`src/rtl/core/rau_pkg.sv`:
```
// Shared types, constants and helper functions of the rational arithmetic unit.
package rau_pkg;

  localparam int WORD_BITS  = 32;
  localparam int FIELD_BITS = 32;
  localparam int CNT_W      = $clog2(WORD_BITS + 1);

  typedef logic [WORD_BITS-1:0]  word_t;
  typedef logic [FIELD_BITS-1:0] field_t;

  typedef enum logic [3:0] {
    OP_ADD = 4'd0,
    OP_SUB = 4'd1,
    OP_MUL = 4'd2,
    OP_DIV = 4'd3,
    OP_EQ  = 4'd4,
    OP_NE  = 4'd5,
    OP_LT  = 4'd6,
    OP_GT  = 4'd7,
    OP_LE  = 4'd8,
    OP_GE  = 4'd9,
    OP_NEG = 4'd10,
    OP_INC = 4'd11,
    OP_DEC = 4'd12
  } op_t;

  typedef enum logic [2:0] {
    MS_L  = 3'd0,
    MS_R  = 3'd1,
    MS_NN = 3'd2,
    MS_DD = 3'd3,
    MS_DN = 3'd4
  } mul_sel_t;

  typedef enum logic [1:0] {
    DS_GCD = 2'd0,
    DS_NUM = 2'd1,
    DS_DEN = 2'd2
  } div_sel_t;

  typedef enum logic [3:0] {
    S_IDLE,
    S_MUL,
    S_FORM,
    S_GTEST,
    S_GSTART,
    S_GWAIT,
    S_QNSTART,
    S_QNWAIT,
    S_QDSTART,
    S_QDWAIT,
    S_FINISH
  } state_t;

  typedef struct packed {
    logic     load;
    logic     mul_en;
    mul_sel_t mul_sel;
    logic     form;
    logic     div_start;
    div_sel_t div_sel;
    logic     gcd_upd;
    logic     qn_upd;
    logic     qd_upd;
    logic     zero_set;
    logic     out_load;
  } rau_cmd_t;

  typedef struct packed {
    logic y_zero;
    logic x_zero;
    logic reduce;
    logic div_done;
    logic out_free;
  } rau_stat_t;

  function automatic word_t to_word(field_t v);
    logic [63:0] e;
    e = {{(64-FIELD_BITS){v[FIELD_BITS-1]}}, v};
    return e[WORD_BITS-1:0];
  endfunction

  function automatic field_t to_field(word_t v);
    logic [63+WORD_BITS:0] e;
    e = {{64{v[WORD_BITS-1]}}, v};
    return e[FIELD_BITS-1:0];
  endfunction

endpackage

```
`src/rtl/core/rational_arithmetic_unit.sv`:
```
// Top level of the rational arithmetic unit: controller plus datapath.
// An item takes five multiplies through one shared 32x32 multiplier, then
// Euclid's gcd with one remainder per step through a shared bit-serial divider,
// and for a reduced result two more divides by the gcd through the same divider;
// comparisons and negate skip the gcd and the divides.
// The result sits in an output register, so a new item may enter while it waits.
module rational_arithmetic_unit (
  input  logic                 clk,
  input  logic                 rst,
  input  logic                 in_valid,
  output logic                 in_stall,
  input  logic [3:0]           op,
  input  logic signed [rau_pkg::FIELD_BITS-1:0] a_num,
  input  logic signed [rau_pkg::FIELD_BITS-1:0] a_den,
  input  logic signed [rau_pkg::FIELD_BITS-1:0] b_num,
  input  logic signed [rau_pkg::FIELD_BITS-1:0] b_den,
  output logic                 out_valid,
  input  logic                 out_stall,
  output logic signed [rau_pkg::FIELD_BITS-1:0] res_num,
  output logic signed [rau_pkg::FIELD_BITS-1:0] res_den,
  output logic                 cmp_true,
  output logic                 zero_gcd
);
  import rau_pkg::*;

  rau_cmd_t  cmd;
  rau_stat_t stat;

  rau_ctrl u_ctrl (
    .clk      (clk),
    .rst      (rst),
    .in_valid (in_valid),
    .in_stall (in_stall),
    .stat     (stat),
    .cmd      (cmd)
  );

  rau_dp u_dp (
    .clk       (clk),
    .rst       (rst),
    .cmd       (cmd),
    .stat      (stat),
    .op        (op),
    .a_num     (a_num),
    .a_den     (a_den),
    .b_num     (b_num),
    .b_den     (b_den),
    .out_valid (out_valid),
    .out_stall (out_stall),
    .res_num   (res_num),
    .res_den   (res_den),
    .cmp_true  (cmp_true),
    .zero_gcd  (zero_gcd)
  );

endmodule

```
`src/rtl/core/rau_div.sv`:
```
// Iterative signed divider with truncated quotient and remainder, one bit per cycle.
module rau_div (
  input  logic          clk,
  input  logic          rst,
  input  logic          start,
  input  rau_pkg::word_t dividend,
  input  rau_pkg::word_t divisor,
  output logic          done,
  output rau_pkg::word_t quot,
  output rau_pkg::word_t rem
);
  import rau_pkg::*;

  logic             busy;
  logic [CNT_W-1:0] cnt;
  word_t            racc;
  word_t            qsh;
  word_t            dmag;
  logic             neg_x;
  logic             neg_q;
  logic [WORD_BITS:0] shv;
  logic [WORD_BITS:0] diff;
  logic               take;

  assign shv  = {racc, qsh[WORD_BITS-1]};
  assign diff = shv - {1'b0, dmag};
  assign take = (shv >= {1'b0, dmag});

  always_ff @(posedge clk) begin
    if (rst) begin
      busy <= 1'b0;
      done <= 1'b0;
      cnt  <= '0;
    end else begin
      done <= 1'b0;
      if (start) begin
        busy <= 1'b1;
        cnt  <= CNT_W'(WORD_BITS);
      end else if (busy) begin
        if (cnt == CNT_W'(1)) begin
          busy <= 1'b0;
          done <= 1'b1;
        end
        cnt <= cnt - CNT_W'(1);
      end
    end
  end

  always_ff @(posedge clk) begin
    if (start) begin
      racc  <= '0;
      qsh   <= dividend[WORD_BITS-1] ? (~dividend + 1'b1) : dividend;
      dmag  <= divisor[WORD_BITS-1] ? (~divisor + 1'b1) : divisor;
      neg_x <= dividend[WORD_BITS-1];
      neg_q <= dividend[WORD_BITS-1] ^ divisor[WORD_BITS-1];
    end else if (busy) begin
      racc <= take ? diff[WORD_BITS-1:0] : shv[WORD_BITS-1:0];
      qsh  <= {qsh[WORD_BITS-2:0], take};
    end
  end

  assign quot = neg_q ? (~qsh + 1'b1) : qsh;
  assign rem  = neg_x ? (~racc + 1'b1) : racc;

endmodule

```
`src/rtl/core/rau_dp.sv`:
```
// Datapath: operand registers, shared multiplier, gcd registers, divider and output register.
module rau_dp (
  input  logic                 clk,
  input  logic                 rst,
  input  rau_pkg::rau_cmd_t    cmd,
  output rau_pkg::rau_stat_t   stat,
  input  logic [3:0]           op,
  input  rau_pkg::field_t      a_num,
  input  rau_pkg::field_t      a_den,
  input  rau_pkg::field_t      b_num,
  input  rau_pkg::field_t      b_den,
  output logic                 out_valid,
  input  logic                 out_stall,
  output logic signed [rau_pkg::FIELD_BITS-1:0] res_num,
  output logic signed [rau_pkg::FIELD_BITS-1:0] res_den,
  output logic                 cmp_true,
  output logic                 zero_gcd
);
  import rau_pkg::*;

  op_t   op_r;
  word_t an, ad, bn, bd;
  word_t pl, pr, pnn, pdd, pdn;
  word_t mul_a, mul_b;
  word_t prod;
  word_t num_r, den_r, x, y;
  logic  cmp_r, red_r, zg_r;
  word_t num_c, den_c;
  logic  cmp_c, red_c;
  word_t div_n, div_d, quot, rem;
  logic  div_done;

  always_comb begin
    mul_a = an;
    mul_b = bd;
    case (cmd.mul_sel)
      MS_L:  begin mul_a = an; mul_b = bd; end
      MS_R:  begin mul_a = bn; mul_b = ad; end
      MS_NN: begin mul_a = an; mul_b = bn; end
      MS_DD: begin mul_a = ad; mul_b = bd; end
      MS_DN: begin mul_a = ad; mul_b = bn; end
      default: begin mul_a = an; mul_b = bd; end
    endcase
  end

  // Only the low word of each product is kept, so products wrap.
  assign prod = mul_a * mul_b;

  always_comb begin
    num_c = '0;
    den_c = '0;
    cmp_c = 1'b0;
    red_c = 1'b0;
    case (op_r)
      OP_ADD: begin num_c = pl + pr; den_c = pdd; red_c = 1'b1; end
      OP_SUB: begin num_c = pl - pr; den_c = pdd; red_c = 1'b1; end
      OP_MUL: begin num_c = pnn; den_c = pdd; red_c = 1'b1; end
      OP_DIV: begin num_c = pl; den_c = pdn; red_c = 1'b1; end
      OP_EQ:  cmp_c = (pl == pr);
      OP_NE:  cmp_c = (pl != pr);
      OP_LT:  cmp_c = ($signed(pl) < $signed(pr));
      OP_GT:  cmp_c = ($signed(pr) < $signed(pl));
      OP_LE:  cmp_c = !($signed(pr) < $signed(pl));
      OP_GE:  cmp_c = !($signed(pl) < $signed(pr));
      OP_NEG: begin num_c = ~an + 1'b1; den_c = ad; end
      OP_INC: begin num_c = an + ad; den_c = ad; red_c = 1'b1; end
      OP_DEC: begin num_c = an - ad; den_c = ad; red_c = 1'b1; end
      default: ;
    endcase
  end

  always_comb begin
    div_n = x;
    div_d = y;
    case (cmd.div_sel)
      DS_GCD: begin div_n = x;     div_d = y; end
      DS_NUM: begin div_n = num_r; div_d = x; end
      DS_DEN: begin div_n = den_r; div_d = x; end
      default: begin div_n = x;    div_d = y; end
    endcase
  end

  rau_div u_div (
    .clk      (clk),
    .rst      (rst),
    .start    (cmd.div_start),
    .dividend (div_n),
    .divisor  (div_d),
    .done     (div_done),
    .quot     (quot),
    .rem      (rem)
  );

  always_ff @(posedge clk) begin
    if (cmd.load) begin
      op_r <= op_t'(op);
      an   <= to_word(a_num);
      ad   <= to_word(a_den);
      bn   <= to_word(b_num);
      bd   <= to_word(b_den);
    end
    if (cmd.mul_en) begin
      case (cmd.mul_sel)
        MS_L:  pl  <= prod;
        MS_R:  pr  <= prod;
        MS_NN: pnn <= prod;
        MS_DD: pdd <= prod;
        MS_DN: pdn <= prod;
        default: ;
      endcase
    end
    if (cmd.form) begin
      num_r <= num_c;
      den_r <= den_c;
      cmp_r <= cmp_c;
      red_r <= red_c;
      zg_r  <= 1'b0;
      x     <= num_c;
      y     <= den_c;
    end
    if (cmd.gcd_upd) begin
      x <= y;
      y <= rem;
    end
    if (cmd.qn_upd) num_r <= quot;
    if (cmd.qd_upd) den_r <= quot;
    if (cmd.zero_set) begin
      num_r <= '0;
      den_r <= '0;
      zg_r  <= 1'b1;
    end
    if (cmd.out_load) begin
      res_num  <= to_field(num_r);
      res_den  <= to_field(den_r);
      cmp_true <= cmp_r;
      zero_gcd <= zg_r;
    end
  end

  always_ff @(posedge clk) begin
    if (rst) begin
      out_valid <= 1'b0;
    end else if (cmd.out_load) begin
      out_valid <= 1'b1;
    end else if (!out_stall) begin
      out_valid <= 1'b0;
    end
  end

  assign stat.y_zero   = (y == '0);
  assign stat.x_zero   = (x == '0);
  assign stat.reduce   = red_r;
  assign stat.div_done = div_done;
  assign stat.out_free = !out_valid || !out_stall;

endmodule

```
`src/rtl/core/rau_ctrl.sv`:
```
// Controller state machine that sequences multiplies, the gcd loop and the final divides.
module rau_ctrl (
  input  logic                clk,
  input  logic                rst,
  input  logic                in_valid,
  output logic                in_stall,
  input  rau_pkg::rau_stat_t  stat,
  output rau_pkg::rau_cmd_t   cmd
);
  import rau_pkg::*;

  state_t   state, state_next;
  mul_sel_t msel, msel_next;

  always_ff @(posedge clk) begin
    if (rst) begin
      state <= S_IDLE;
      msel  <= MS_L;
    end else begin
      state <= state_next;
      msel  <= msel_next;
    end
  end

  always_comb begin
    state_next  = state;
    msel_next   = msel;
    cmd         = '0;
    cmd.mul_sel = msel;
    cmd.div_sel = DS_GCD;
    in_stall    = 1'b1;
    unique case (state)
      S_IDLE: begin
        in_stall = 1'b0;
        if (in_valid) begin
          cmd.load   = 1'b1;
          msel_next  = MS_L;
          state_next = S_MUL;
        end
      end
      S_MUL: begin
        cmd.mul_en = 1'b1;
        if (msel == MS_DN) begin
          state_next = S_FORM;
        end else begin
          msel_next = mul_sel_t'(msel + 3'd1);
        end
      end
      S_FORM: begin
        cmd.form   = 1'b1;
        state_next = S_GTEST;
      end
      S_GTEST: begin
        if (!stat.reduce) begin
          state_next = S_FINISH;
        end else if (!stat.y_zero) begin
          state_next = S_GSTART;
        end else if (stat.x_zero) begin
          // Numerator and denominator both zero: no reduction possible.
          cmd.zero_set = 1'b1;
          state_next   = S_FINISH;
        end else begin
          state_next = S_QNSTART;
        end
      end
      S_GSTART: begin
        cmd.div_start = 1'b1;
        state_next    = S_GWAIT;
      end
      S_GWAIT: begin
        if (stat.div_done) begin
          cmd.gcd_upd = 1'b1;
          state_next  = S_GTEST;
        end
      end
      S_QNSTART: begin
        cmd.div_sel   = DS_NUM;
        cmd.div_start = 1'b1;
        state_next    = S_QNWAIT;
      end
      S_QNWAIT: begin
        if (stat.div_done) begin
          cmd.qn_upd = 1'b1;
          state_next = S_QDSTART;
        end
      end
      S_QDSTART: begin
        cmd.div_sel   = DS_DEN;
        cmd.div_start = 1'b1;
        state_next    = S_QDWAIT;
      end
      S_QDWAIT: begin
        if (stat.div_done) begin
          cmd.qd_upd = 1'b1;
          state_next = S_FINISH;
        end
      end
      S_FINISH: begin
        if (stat.out_free) begin
          cmd.out_load = 1'b1;
          state_next   = S_IDLE;
        end
      end
      default: state_next = S_IDLE;
    endcase
  end

endmodule

```
`config.mk`:
```
export PLATFORM = sky130hd
export DESIGN_NAME = rational_arithmetic_unit
export DESIGN_NICKNAME = d
export VERILOG_FILES = /design/src/rtl/core/rau_pkg.sv /design/src/rtl/core/rational_arithmetic_unit.sv /design/src/rtl/core/rau_div.sv /design/src/rtl/core/rau_dp.sv /design/src/rtl/core/rau_ctrl.sv
export SDC_FILE = /design/constraint.sdc
export NUM_CORES = 2
export LEC_CHECK = 0
export ABC_AREA = 1
export ABC_CLOCK_PERIOD_IN_PS = 13750
export BUFFER_PORTS_ARGS = -buffer_cell sky130_fd_sc_hd__buf_2
export CORE_ASPECT_RATIO = 0.75
export CORE_MARGIN = 2
export CORE_UTILIZATION = 60
export DETAILED_ROUTE_END_ITERATION = 8
export PLACE_DENSITY = 0.85
export SYNTH_ARGS = -nofsm -noshare
export SYNTH_HDL_FRONTEND = slang
export SYNTH_SLANG_ARGS = --single-unit
```
`constraint.sdc`:
```
create_clock -name clk -period 13.75 [get_ports clk]
set_input_delay 2.75 -clock clk [delete_from_list [all_inputs] [get_ports clk]]
set_output_delay 2.75 -clock clk [all_outputs]
set_load 0.02 [all_outputs]
```
Word level (Yosys, flattened, before mapping)
Cells that the tools add are included.
{ "word_totals": {"reg_bits": 603, "input_bits": 136, "elab_cells": 186} }
{ "classes": {"addsub": 12, "n_mul": 1, "order_cmp": 3, "eq_ne": 39, "muxes": 59, "n_bitwise": 7, "reduce_logical": 31} }
{ "op_table": {"columns": ["op", "n"], "rows": [
  ["two-way mux 32 bit", 13],
  ["one-hot mux 32 bit (7 select lines)", 1],
  ["one-hot mux 32 bit (2 select lines)", 3],
  ["adder 32 x 1 -> 32 bit (second input constant)", 5],
  ["inverter 32 bit", 5],
  ["one-hot mux 32 bit (3 select lines)", 1],
  ["subtractor 32 bit", 3],
  ["adder 32 bit", 2],
  ["logical NOT 32 bit", 2],
  ["< comparator 32 bit", 2],
  ["one-hot mux 4 bit (11 select lines)", 1],
  ["two-way mux 4 bit", 9],
  [">= comparator 33 x 32 -> 1 bit", 1],
  ["== test 32 bit", 1],
  ["== test 4 x 3 -> 1 bit (second input constant)", 8],
  ["== test 4 bit (second input constant)", 8],
  ["multiplier 32 x 32 -> 32 bit", 1],
  ["inequality test 32 bit", 1],
  ["two-way mux 31 bit", 1],
  ["two-way mux 1 bit", 23],
  ["== test 4 x 2 -> 1 bit (second input constant)", 4],
  ["two-way mux 6 bit", 2],
  ["OR reduction 3 bit", 4],
  ["inequality test 2 x 1 -> 1 bit (second input constant)", 5],
  ["26 further kinds", 46]
]} }

Logic depth before layout (Yosys ltp)
{ "depth": {"ltp_word": 8, "depth_mapped": 42, "ltp_nobuf": 39} }

Cells and area by module
From an unflattened synthesis, not the netlist that was laid out.
{ "unflattened": {"cells_unflattened": 6953, "hier_area_um2": 54596.1} }
{ "by_module_without_submodules": {"columns": ["mod", "n_inst", "cells_per_inst", "area_per_inst_um2", "seq_area_each_um2"], "rows": [
  ["rau_dp", 1, 5238, 43928.4, 14053.5],
  ["rau_div", 1, 1600, 10045.9, 2782.7],
  ["rau_ctrl", 1, 115, 621.8, 140.1]
]} }

Least setup slack after synthesis
Ideal clock, no wire load.
{ "synth_timing": {"path_kind": "input-to-reg", "from": "in in_valid", "to": "reg u_dp.ad[0] (enable)", "arrival_time_ps": 8235, "required_ps": 13125, "slack_ps": 4889, "path_stages": 2, "path_buffers": 0, "cell_sequence": "inv_1 > nor2_1"} }
{ "synth_lines": {"columns": ["element", "line_no", "source"], "rows": [
  ["start, declared", "rational_arithmetic_unit.sv:10", "input logic in_valid,"],
  ["end signal, assigned", "rau_dp.sv:98", "ad <= to_word(a_den);"],
  ["end, declared", "rau_dp.sv:22", "word_t an, ad, bn, bd;"]
]} }

Final worst setup path
{ "layout_timing": {"from": "reg u_ctrl.msel[0]", "to": "reg u_dp.pr[30] (data pin)"} }
{ "layout_via": {"elab_chain_len": 4} }
{ "layout_lines": {"columns": ["element", "line_no", "source"], "rows": [
  ["start, declared", "rau_ctrl.sv:13", "mul_sel_t msel, msel_next;"],
  ["start signal, assigned", "rau_ctrl.sv:21", "msel <= msel_next;"],
  ["== test 3 bit or == test 3 x 2 -> 1 bit (tied branches)", "rau_dp.sv:36", "case (cmd.mul_sel)"],
  ["OR reduction 2 bit (no line)", null, null],
  ["one-hot mux 32 bit (2 select lines)", "rau_dp.sv:36", null],
  ["multiplier 32 x 32 -> 32 bit *", "rau_dp.sv:47", "assign prod = mul_a * mul_b;"],
  ["via u_dp.prod[30]", "rau_dp.sv:25", "word_t prod;"],
  ["end signal, assigned", "rau_dp.sv:105", "MS_R: pr <= prod;"],
  ["end, declared", "rau_dp.sv:23", "word_t pl, pr, pnn, pdd, pdn;"]
]} }
Mark *: on every way through the listed nets, which the timed path passes. The rest lies on a longest branch.
A chain may end at the register's enable or synchronous reset.

==> results.ini <==
[outcome]
status=finished, violations left
violations=design-rule violations

[worst_setup_path]
critical_path_required_ps=14150
max_stage_delay_ps=740
worst-path-buf-inv=7
r2r-end=u_dp.pr[30]
cpMaxStageDelayCell=clkinv_1
r2r_setup_slack_ps=3210
critPathCaptureType=register
crit_cells=32
r2r-start=u_ctrl.msel[0]
cp_top_family=adder cells
crit_fanout=31
ff2ff_path_depth=32
critPathLaunchType=register
criticalPathCategory=reg2reg
crit_arrival_ps=10940

[die]
die_area_um2=90300
start_util=0.604
die_w_um=346
fp.coreArea_um2=87400
ios=204
placementRows=94
die_h_um=261

[placement]
dpl_worst_slack_ps=3690
gp_congestion=1.14
dp_cells=7743
portBuffers=203
dp_hpwl_mm=168

[yosys]
synthesis.nets=7366
synth_top_flop_cell=edfxtp_1
netlist_instances=6521
syn_area_per_cell_um2=8.09
synth_cell_types=65
synth_area_um2=52800
yosys_warnings=0
synth-edff-count=490
async_flop_share=0
synth-seq-cells=603
synth_seq_area_share=0.322

[timing]
setup_tns_ps=0
fin_ws_ps=3210
grt_setup_unrepaired=no
worst_slew_pin_slew_ps=1430
drv_slew=0
clock.fmax_mhz=94.9
worst_clock_skew_ps=71.4
fin_crit_ps=10540
period_share=0.767
max_slew_margin=0.0465
setup_viol=0
timing_hold_violations_final=0

[hold_path]
hp-class=reg2reg
hold_depth=0
worstHoldStart=u_dp.cmp_r
hold_end=u_dp.cmp_true

[clock_tree]
cts_made_buffers=60
cts-htree-levels=2
cts_tree=done
clk_path_buf_depth=3
cts.sinks=603
clock-root-buffer=clkbuf_16
cts.hold.buffers_added=0
path_clk_slew_ps=70
insertion_delay_ps=730
cts_resized=0
postCtsSetupBuffers=0

[routing]
dr_total_vias=50200
drt_iter0_markers=9182
via_per_inst=6.37
detail_route.wl_per_cell_um=26.7
firstDrtPassIters=9
routed_wl_mm=211
antenna_left=0
drc_errors=1

[finish]
syn2layout_area_growth_pct=8.40
final_nets=7498
layout.cells.non_filler=7882
drive_above_1_share=0.0714

[grt]
grt_start_max_net_pins=93
overflow=0
antenna_found_initial=24
grt_pass1_wl_mm=303
grt_pass1_vias=46300
grt_usage=0.459

[flow_run]
maxCapViolCount=0

[synthesized netlist by cell type (all sizes together), types with 15 or more instances]
cell type / count / area, um2
nand2: 1386 / 5220
inv: 1093 / 4100
nor2: 748 / 2860
edfxtp: 490 / 14700
o21ai: 440 / 2220
fa: 412 / 8250
a21oi: 346 / 1740
ha: 297 / 3720
nand3: 252 / 1280
clkbuf: 167 / 627
xor2: 141 / 1230
dfxtp: 113 / 2260
xnor2: 71 / 622
nor3: 68 / 345
nand4: 57 / 363
o211ai: 50 / 375
or2: 46 / 290
a22oi: 40 / 300
buf: 39 / 241
nor4: 34 / 213
a31oi: 28 / 175
a21o: 24 / 180
o21bai: 20 / 150
a221oi: 19 / 166
a21boi: 15 / 113
a221o: 15 / 150
clkinv: 15 / 56.3
o221ai: 15 / 131
[worst max-delay path by stage]
stage,from,end,slack (ps)
2_1_floorplan,in_valid,u_dp.ad[0],4890
3_3_place_gp,u_ctrl.msel[0],u_dp.pl[30],4130
3_5_place_dp,u_ctrl.msel[0],u_dp.pl[30],3690
4_1_cts,u_ctrl.msel[0],u_dp.pr[30],3700
5_1_grt,u_ctrl.msel[0],u_dp.pnn[17],2950
6_report,u_ctrl.msel[0],u_dp.pr[30],3210
[layout make-up]
cell class	instances	area, um2
Inverter	1108	4160
Fill cell	7318	30200
Tap cell	1152	1440
Antenna cell	26	65.1
Clock inverter	41	539
Clock buffer	72	1610
Timing Repair Buffer	276	1560
Multi-Input combinational cell	4604	30800
Sequential cell	603	17000
[sequential cells by signal (all words and copies together), names as in the netlist, 3 cells and up]
signal and flops:
u_dp.ad 32, u_dp.an 32, u_dp.bd 32, u_dp.bn 32, u_dp.den_r 32, u_dp.num_r 32, u_dp.pdd 32, u_dp.pdn 32
u_dp.pl 32, u_dp.pnn 32, u_dp.pr 32, u_dp.res_den 32, u_dp.res_num 32, u_dp.u_div.dmag 32, u_dp.u_div.qsh 32, u_dp.u_div.racc 32
u_dp.x 32, u_dp.y 32, u_dp.u_div.cnt 6, u_ctrl.state 4, u_dp.op_r 4, u_ctrl.msel 3
[per-layer routing]
layer | track usage | part of all wire | vias to the layer above
met5 | 0.0372 | 0.0029 | -
met4 | 0.194 | 0.054 | 34
met3 | 0.245 | 0.20 | 787
met2 | 0.603 | 0.38 | 4474
met1 | 0.620 | 0.37 | 23600
li1 | - | - | 21300
[worst reg2reg max path: cells and delay by family, from the launching register on]
family / cells / cell delay (ps)
DFF: 1 / 380
AOI/OAI and AO/OA: 5 / 1860
and+or+nand+nor: 10 / 2710
buffers and inverters: 7 / 1410
adders and majority gates: 10 / 3930
[kinds of logic (layout without fill, tap and decap cells)]
logic type / count (synthesis) / in the layout / share of synthesized area
other: 0 / 26 / 0
xor gates and xnor gates: 212 / 212 / 0.0352
DFF: 603 / 603 / 0.322
muxes: 8 / 8 / 0.00152
AOI/OAI and AO/OA: 1066 / 1066 / 0.117
buffers and inverters: 1314 / 1497 / 0.0953
adders and majority gates: 709 / 709 / 0.227
and+or+nand+nor: 2609 / 2609 / 0.203
[metrics by stage]
stage / utilization / hold slack [ps] / area (um2)
after global placement: 0.629 / 412 / 55000
after detailed placement: 0.629 / 407 / 55000
after CTS: 0.654 / 423 / 57100
final: 0.654 / 426 / 57200
after global routing: 0.654 / 430 / 57100
after floorplan: - / 400 / 52800
[cell usage in the layout, fill, tap and decap left out, types with 24 or more instances in the layout]
| cell | instances |
|---|---|
| clkbuf_16 | 60 |
| o211ai_1 | 50 |
| buf_4 | 73 |
| o21ai_0 | 415 |
| dfxtp_1 | 113 |
| xor2_1 | 141 |
| xnor2_1 | 71 |
| a21o_1 | 24 |
| edfxtp_1 | 490 |
| or2_2 | 41 |
| nor4_1 | 34 |
| buf_2 | 203 |
| inv_1 | 1088 |
| nor2_1 | 725 |
| nand4_1 | 56 |
| diode_2 | 26 |
| nand2_1 | 1377 |
| fa_1 | 412 |
| a22oi_1 | 40 |
| nand3_1 | 249 |
| nor3_1 | 64 |
| a21oi_1 | 342 |
| ha_1 | 296 |
| a31oi_1 | 28 |
Power is left out: the tool's default activity adds up to more than one toggle a clock period on the data nets, which glitch-free logic cannot reach.
